File: src/rtl/sta_lta_onset_gate_macros.svh
// ---------------------------------------------------------------------------
// sta_lta_onset_gate assertion macros
// Shared concurrent assertion forms, clocked on clk, quiet while arst_n is low.
// ---------------------------------------------------------------------------
`ifndef STA_LTA_ONSET_GATE_MACROS_SVH
`define STA_LTA_ONSET_GATE_MACROS_SVH

// Same-cycle implication
`define SLG_ASSERT_IMP(lbl, ante, cons, msg) \
	lbl: assert property (@(posedge clk) disable iff (!arst_n) (ante) |-> (cons)) \
		else $error(msg);

// Next-cycle implication
`define SLG_ASSERT_NXT(lbl, ante, cons, msg) \
	lbl: assert property (@(posedge clk) disable iff (!arst_n) (ante) |=> (cons)) \
		else $error(msg);

`endif

File: src/rtl/sta_lta_pkg.sv
`timescale 1ns / 1ps
// ---------------------------------------------------------------------------
// sta_lta_pkg
// Types, codes and constants of the STA/LTA onset gate.
// ---------------------------------------------------------------------------
package sta_lta_pkg;

	localparam int CHANNELS_DEF = 64;
	localparam int CH_W         = 6;
	localparam int ALPHA_W      = 17;
	localparam int CNT_W        = 16;
	localparam int SUM_W        = 48;
	localparam int DIV_NUM_W    = 49;
	localparam int DIV_DEN_W    = 32;

	localparam logic [ALPHA_W-1:0] ONE_Q16 = 17'd65536;
	localparam logic [31:0]        ONE_RATIO = 32'd65536;

	localparam logic [2:0] KIND_OVERLOAD = 3'd5;
	localparam logic [1:0] WARN_CRITICAL = 2'd2;

	typedef enum logic [2:0] {
		CFG_STA_ALPHA     = 3'd0,
		CFG_LTA_ALPHA     = 3'd1,
		CFG_ON_RATIO      = 3'd2,
		CFG_OFF_RATIO     = 3'd3,
		CFG_CALIB_WINDOWS = 3'd4
	} cfg_idx_t;

	typedef enum logic [3:0] {
		ST_CLEAR,
		ST_IDLE,
		ST_LOAD,
		ST_STA_MUL,
		ST_STA_ADD,
		ST_LTA_MUL,
		ST_LTA_ADD,
		ST_RATIO_GO,
		ST_RATIO_WAIT,
		ST_ON_MUL,
		ST_ON_CMP,
		ST_OFF_CMP,
		ST_DECIDE,
		ST_MEAN_GO,
		ST_MEAN_WAIT,
		ST_FINISH
	} state_t;

	typedef enum logic [1:0] {
		MEAN_RMS,
		MEAN_ENERGY,
		MEAN_FREQ
	} mean_sel_t;

	// Per-channel record held in the state memory
	typedef struct packed {
		logic [31:0]       short_avg;
		logic [31:0]       long_avg;
		logic              primed;
		logic              trig;
		logic              learned;
		logic [CNT_W-1:0]  window_count;
		logic [SUM_W-1:0]  sum_rms;
		logic [SUM_W-1:0]  sum_energy;
		logic [SUM_W-1:0]  sum_freq;
		logic [31:0]       mean_rms;
		logic [31:0]       mean_energy;
		logic [31:0]       mean_freq;
	} rec_t;

	// Divider status seen by the sequencer
	typedef struct packed {
		logic busy;
		logic done;
	} div_stat_t;

	// Fold a channel number onto n slots without a divider
	function automatic int slot_of(input int ch, input int n);
		int k;
		k = 0;
		for (int i = 0; i < ch; i++) begin
			k = (k == n - 1) ? 0 : k + 1;
		end
		return k;
	endfunction

endpackage

File: src/rtl/sta_lta_div.sv
`timescale 1ns / 1ps
// ---------------------------------------------------------------------------
// sta_lta_div
// Restoring divider, one quotient bit per cycle, 32-bit saturated quotient.
// ---------------------------------------------------------------------------
module sta_lta_div (
	input  logic                                clk,
	input  logic                                arst_n,
	input  logic                                start,
	input  logic [sta_lta_pkg::DIV_NUM_W-1:0]   num,
	input  logic [sta_lta_pkg::DIV_DEN_W-1:0]   den,
	output sta_lta_pkg::div_stat_t              stat,
	output logic [31:0]                         quo
);

	localparam int NW  = sta_lta_pkg::DIV_NUM_W;
	localparam int DW  = sta_lta_pkg::DIV_DEN_W;
	localparam int CW  = $clog2(NW + 1);

	logic [NW-1:0] num_q;
	logic [DW-1:0] den_q;
	logic [DW-1:0] rem_q;
	logic [CW-1:0] cnt_q;
	logic          busy_q;
	logic          done_q;
	logic          den_zero_q;

	logic [DW:0]   shifted;
	logic [DW:0]   diff;
	logic          ge;

	// Trial subtract of the shifted remainder
	always_comb begin
		shifted = {rem_q, num_q[NW-1]};
		diff    = shifted - {1'b0, den_q};
		ge      = (shifted >= {1'b0, den_q});
	end

	// Control
	always_ff @(posedge clk or negedge arst_n) begin
		if (!arst_n) begin
			busy_q <= 1'b0;
			done_q <= 1'b0;
			cnt_q  <= '0;
		end else begin
			done_q <= 1'b0;
			if (start) begin
				busy_q <= 1'b1;
				cnt_q  <= CW'(NW);
			end else if (busy_q) begin
				cnt_q <= cnt_q - 1'b1;
				if (cnt_q == CW'(1)) begin
					busy_q <= 1'b0;
					done_q <= 1'b1;
				end
			end
		end
	end

	// Datapath: quotient bits shift in behind the dividend
	always_ff @(posedge clk) begin
		if (start) begin
			num_q      <= num;
			den_q      <= den;
			rem_q      <= '0;
			den_zero_q <= (den == '0);
		end else if (busy_q) begin
			rem_q <= ge ? diff[DW-1:0] : shifted[DW-1:0];
			num_q <= {num_q[NW-2:0], ge};
		end
	end

	// Saturate to 32 bits; a zero divisor yields zero
	always_comb begin
		if (den_zero_q) begin
			quo = '0;
		end else if (num_q[NW-1:32] != '0) begin
			quo = '1;
		end else begin
			quo = num_q[31:0];
		end
	end

	assign stat.busy = busy_q;
	assign stat.done = done_q;

endmodule

File: config.mk
export PLATFORM = sky130hd
export DESIGN_NAME = sta_lta_div
export DESIGN_NICKNAME = d
export VERILOG_FILES = /design/src/rtl/sta_lta_onset_gate_macros.svh /design/src/rtl/sta_lta_pkg.sv /design/src/rtl/sta_lta_div.sv
export SDC_FILE = /design/constraint.sdc
export NUM_CORES = 1
export LEC_CHECK = 0
export BUFFER_PORTS_ARGS = -buffer_cell sky130_fd_sc_hd__buf_2
export CORE_ASPECT_RATIO = 0.7
export CORE_UTILIZATION = 40
export CTS_BUF_LIST = sky130_fd_sc_hd__clkbuf_4 sky130_fd_sc_hd__clkbuf_8 sky130_fd_sc_hd__clkbuf_16
export CTS_CLUSTER_SIZE = 24
export DETAILED_ROUTE_END_ITERATION = 8
export PLACE_DENSITY = 0.69
export SETUP_SLACK_MARGIN = 0.4
export SKIP_LAST_GASP = 1
export SLEW_MARGIN = 20
export SYNTH_ARGS = -nofsm -noshare
export SYNTH_HDL_FRONTEND = slang
export SYNTH_SLANG_ARGS = --single-unit
File: constraint.sdc
create_clock -name clk -period 5.8 [get_ports clk]
set_clock_uncertainty 0.05 [all_clocks]
set_input_delay 0.58 -clock clk [delete_from_list [all_inputs] [get_ports clk]]
set_output_delay 0.58 -clock clk [all_outputs]
set_load 0.01 [all_outputs]
== Word-level counts from Yosys, hierarchy flattened ==
Index checks and enable logic that the tools add are counted.

* Word-level logic and storage cells: 27
* Output and inout port bits: 34
* Register bits: 122
* Bits of input ports: 84

* $add $sub $neg: 2
* Order comparisons: 1
* Reduce and logical (&&, ||, !) cells: 3
* Mux-type cells: 13
* Equality and inequality tests: 1

{| class="wikitable"
|+ Operators with widths
! kind !! count
|-
| two-way mux 49 bit || 2
|-
| two-way mux 32 bit || 3
|-
| greater-or-equal comparator 33 x 32 -> 1 bit || 1
|-
| logical NOT 32 bit || 1
|-
| subtractor 32 bit || 1
|-
| nonzero test 17 bit || 1
|-
| two-way mux 6 bit || 2
|-
| equality test 6 x 1 -> 1 bit, second input constant || 1
|-
| two-way mux 1 bit || 6
|-
| subtractor 6 x 1 -> 6 bit, second input constant || 1
|-
| nonzero test 2 bit || 1
|}

== Longest topological paths before layout ==
* Depth after elaboration: 4
* Mapped depth: 13

== Worst setup path before layout ==
Ideal clock, no wire load.

* Path type: register -> register
* Start: reg den_q[7]
* End: reg num_q[0], data pin
* Data arrival time: 2.517 ns
* Library setup time: 0.260 ns
* Stages on the path, launching flop included: 13
* Clock period less this slack: 2.827 ns
* Setup slack: 2.973 ns
* Cell sequence: edfxtp_1 > inv_1 > ha_1 > buf_6 > a21o_1 > a31o_1 > or3b_1 > o22ai_2 > a2111oi_4 > o21ai_4 > o21ai_4 > buf_8 > mux2_2

* Longest elaborated chain between the ends: 3

{| class="wikitable"
|+ Ends and longest elaborated chain
! what !! RTL line !! source
|-
| start, declared || sta_lta_div.sv:21 || <nowiki>logic [DW-1:0] den_q;</nowiki>
|-
| start signal, assigned || sta_lta_div.sv:64 || <nowiki>den_q <= den;</nowiki>
|-
| greater-or-equal comparator 33 x 32 -> 1 bit || sta_lta_div.sv:36 || <nowiki>ge = (shifted >= {1'b0, den_q});</nowiki>
|-
| two-way mux 49 bit || sta_lta_div.sv:67 || <nowiki>end else if (busy_q) begin</nowiki>
|-
| two-way mux 49 bit || sta_lta_div.sv:62 || <nowiki>if (start) begin</nowiki>
|-
| end signal, assigned || sta_lta_div.sv:63 || <nowiki>num_q <= num;</nowiki>
|-
| end signal, assigned || sta_lta_div.sv:69 || <nowiki>num_q <= {num_q[NW-2:0], ge};</nowiki>
|-
| end, declared || sta_lta_div.sv:20 || <nowiki>logic [NW-1:0] num_q;</nowiki>
|}

Every way passes these cells. The select of a mux whose other input is x is not followed.
A chain may end at the register's enable or synchronous reset.

== Final worst setup path ==
* Start: reg den_q[1]
* End: reg rem_q[19]

* Longest elaborated chain between the ends: 2
* Elaborated cells on any way between the ends: 3
* Those cells by class: add/sub: 1; order compare: 1; mux: 1

{| class="wikitable"
|+ Ends and longest elaborated chain
! what !! RTL line !! source
|-
| subtractor 32 bit / greater-or-equal comparator 33 x 32 -> 1 bit (equally long branches) || sta_lta_div.sv:35, sta_lta_div.sv:36 ||
|-
| two-way mux 32 bit (*) || sta_lta_div.sv:68 || <nowiki>rem_q <= ge ? diff[DW-1:0] : shifted[DW-1:0];</nowiki>
|-
| end signal, assigned || sta_lta_div.sv:68 ||
|-
| end, declared || sta_lta_div.sv:22 || <nowiki>logic [DW-1:0] rem_q;</nowiki>
|}

Every way passes the cells marked *; elsewhere a longest branch is shown, timed or not.

==> impl_metrics.py <==
metrics = {
    "clock_network": {
        "cts_sinks": 122,
        "worst_setup_hold_path_clk_slew_ns": 0.06,
        "cts_buffer_depth": 2,
        "clock_latency_ns": 0.42,
        "cts_buffers": 17,
        "cts_tree": "done",
        "cts.htree.levels": 4,
        "cts_root_buffer": "clkbuf_16",
    },
    "global_route": {
        "grt_max_degree": 71,
        "grt_pass1_vias": 5269,
        "antenna_found_initial": 0,
        "grtUsageTotal": 0.182,
        "grt_pass1_wl_um": 27100,
        "grt.overflow.total": 0,
    },
    "logic_synthesis": {
        "ys.flop_type": "edfxtp_1",
        "async_reset_ff_frac": 0.0656,
        "netlist_instances": 705,
        "synth_top_cell_by_area": "edfxtp_1",
        "yosysSeqAreaShare": 0.452,
        "synth.avg_cell_area_um2": 10.4,
        "ys_ff_latch": 122,
        "synth.area.top_cells": "edfxtp_1 (34%), dfxtp_1 (8.8%), mux2_2 (7.6%), nor2_1 (6.1%), ha_1 (5.8%)",
        "ys_types": 72,
        "synth_edf_count": 82,
        "synth_top_area_frac": 0.337,
        "mappedNetlistArea_mm2": 0.00730,
        "syn_nets": 824,
        "synth-warning-count": 0,
    },
    "drt": {
        "antenna_left": 0,
        "drt-pass1-iter-count": 4,
        "drcViolationCount": 0,
        "wl_um": 16600,
        "wl_per_cell_um": 15.8,
        "num_vias": 5537,
        "drt_iter0_drc": 305,
        "viasPerCell": 5.27,
    },
    "floorplan": {
        "initial_core_util": 0.417,
        "die_x_um": 163,
        "rows": 40,
        "die_height_um": 115,
        "fp.coreArea_mm2": 0.0175,
        "dieArea_mm2": 0.0188,
        "io_pins": 118,
    },
    "timing": {
        "rsz0062_at_grt": "false",
        "slew_violations": 0,
        "tns_ns": 0,
        "worst_pin_slew_ns": 1.11,
        "fin_crit_ns": 3.55,
        "relSlewSlack": 0.260,
        "fin_ws_ns": 2.25,
        "setup-violations-final": 0,
        "period_share": 0.611,
        "max_freq_mhz": 282,
        "finalHoldViolations": 0,
    },
    "finish": {
        "nFillCells": 1631,
        "final_common_cell": "nor2_1",
        "fin_nets": 926,
        "n_antenna_cell": 0,
        "final_core_util": 0.490,
        "syn_to_final_growth_pct": 17.4,
        "layout_common_cells": "nor2_1 (119), buf_2 (116), edfxtp_1 (82), mux2_2 (49), inv_1 (48)",
        "drive_gt1_frac": 0.271,
        "finalNonFillerCells": 1051,
    },
    "power": {
        "pwr-share-clk": 0.278,
        "p_leak_nw": 3.67,
        "pwr-share-comb": 0.393,
        "power_switching_mw": 1.38,
        "seqPwrFrac": 0.329,
        "p_per_area_mw_per_mm2": 432,
        "swShare": 0.372,
        "peakVddDrop_mv": 0.187,
        "p_int_mw": 2.33,
    },
    "critical_path": {
        "r2r_cells": 12,
        "reg2reg_to": "rem_q[19]",
        "critPathMaxFanout": 18,
        "worst-endpoint-arrival_ns": 3.82,
        "start_kind": "flip-flop",
        "cp.required_ns": 6.07,
        "critPathCaptureType": "flip-flop",
        "r2r_slack_ns": 2.25,
        "timing.rr.start": "den_q[1]",
        "crit_type": "flip-flop to flip-flop",
    },
    "placement": {
        "io_buffers": 117,
        "hpwl_um": 11900,
        "place.gp.congestion": 0.907,
        "pre_cts_ws_ns": 2.22,
        "dp_cells": 1018,
    },
    "worst_hold_path": {
        "hold_depth": 1,
        "min-delay-start": "den[25]",
        "hold_class": "input pin to flip-flop",
        "hold_end": "den_q[25]",
    },
    "job": {
        "drv_cap": 0,
    },
    "run_status": {
        "status": "complete, no violations",
    },
}
[state kept, by name, indices dropped and copies added, names as in the netlist]
name	cells
cnt_q	6
busy_q	1
num_q	49
den_zero_q	1
done_q	1
den_q	32
rem_q	32
[synthesized netlist by cell type, types with 8 or more instances]
cell type,number
nor4_1,13
o21ai_0,10
xnor2_1,21
xor2_1,10
dfxtp_1,32
inv_1,49
mux2i_1,27
clkbuf_1,24
mux2_2,49
nand2b_1,9
nor2_1,119
a21oi_1,27
a211oi_1,27
nand2_1,28
a21o_1,16
ha_1,34
dfrtp_1,8
edfxtp_1,82
[cell families (layout without fill, tap and decap cells)]
logic type | Yosys count | count (layout) | share of synthesized area
AO/OA/AOI/OAI | 138 | 138 | 0.145
XOR/XNOR | 31 | 31 | 0.0372
adder cells (fa/ha/maj) | 35 | 35 | 0.0610
buffers and inverters | 88 | 203 | 0.0552
flip-flops | 122 | 122 | 0.452
multiplexers | 77 | 77 | 0.114
AND/OR/NAND/NOR | 214 | 214 | 0.135
[final cells by class]
class,count,area [um^2],share of cell area
inverter,49,184,0.0214
tap,231,289,0.0337
clock inverter,15,149,0.0174
multi-input combinational,495,3600,0.419
sequential,122,3300,0.385
timing repair buffer,122,628,0.0732
clock buffer,17,425,0.0496
[layer usage]
| metal | track usage | share of wire |
|---|---|---|
| met1 | 0.274 | 0.52 |
| met3 | 0.0458 | 0.051 |
| met4 | 0.0389 | 0.0066 |
| met2 | 0.261 | 0.42 |
| met5 | 0 | 0 |
[power groups by stage]
stage	Combinational, mW	Clock (mW)	Sequential [mW]
after global placement	1.42	0	1.23
after CTS	1.45	1.04	1.22
after global routing	1.61	1.08	1.24
after detailed placement	1.44	0	1.24
after floorplan	1.23	0	1.20
final	1.46	1.03	1.22
[per-stage QoR]
step           instance area (um^2)  power, mW  hold slack [ns]
4_1_cts                        8580       3.72            0.298
3_5_place_dp                   7990       2.67            0.385
6_report                       8580       3.71            0.304
2_1_floorplan                  7300       2.43            0.234
3_3_place_gp                   7990       2.65            0.381
5_1_grt                        8580       3.94            0.292
[worst max-delay path, cell delays in order, from the launching register on]
cell       delay (ns)
edfxtp_1         0.37
inv_1            0.06
ha_1             0.29
nor2b_1          0.29
o21bai_4         0.10
a31oi_4          0.20
o22ai_2          0.14
a2111oi_4        0.43
o21ai_4          0.11
o21ai_4          0.59
buf_4            0.42
o21ai_1          0.15
a311oi_1         0.25
[worst max-delay path by stage]
| stage | start | endpoint | slack, ns | cells after the start |
|---|---|---|---|---|
| 6_report | den_q[1] | rem_q[19] | 2.25 | 12 |
| 5_1_grt | den_q[1] | rem_q[19] | 1.97 | 12 |
| 4_1_cts | den_q[1] | rem_q[18] | 2.21 | 12 |
| 3_3_place_gp | den_q[13] | rem_q[9] | 2.36 | 10 |
| 3_5_place_dp | den_q[1] | rem_q[24] | 2.22 | 12 |
| 2_1_floorplan | den_q[7] | num_q[0] | 2.97 | 12 |
[timing repair]
item	in CTS	in global routing
hold endpoints to repair	8	0
hold buffers	1	0
buffers inserted	0	0
gates resized for setup	0	0
No activity file was read; power rests on OpenSTA's default activity.
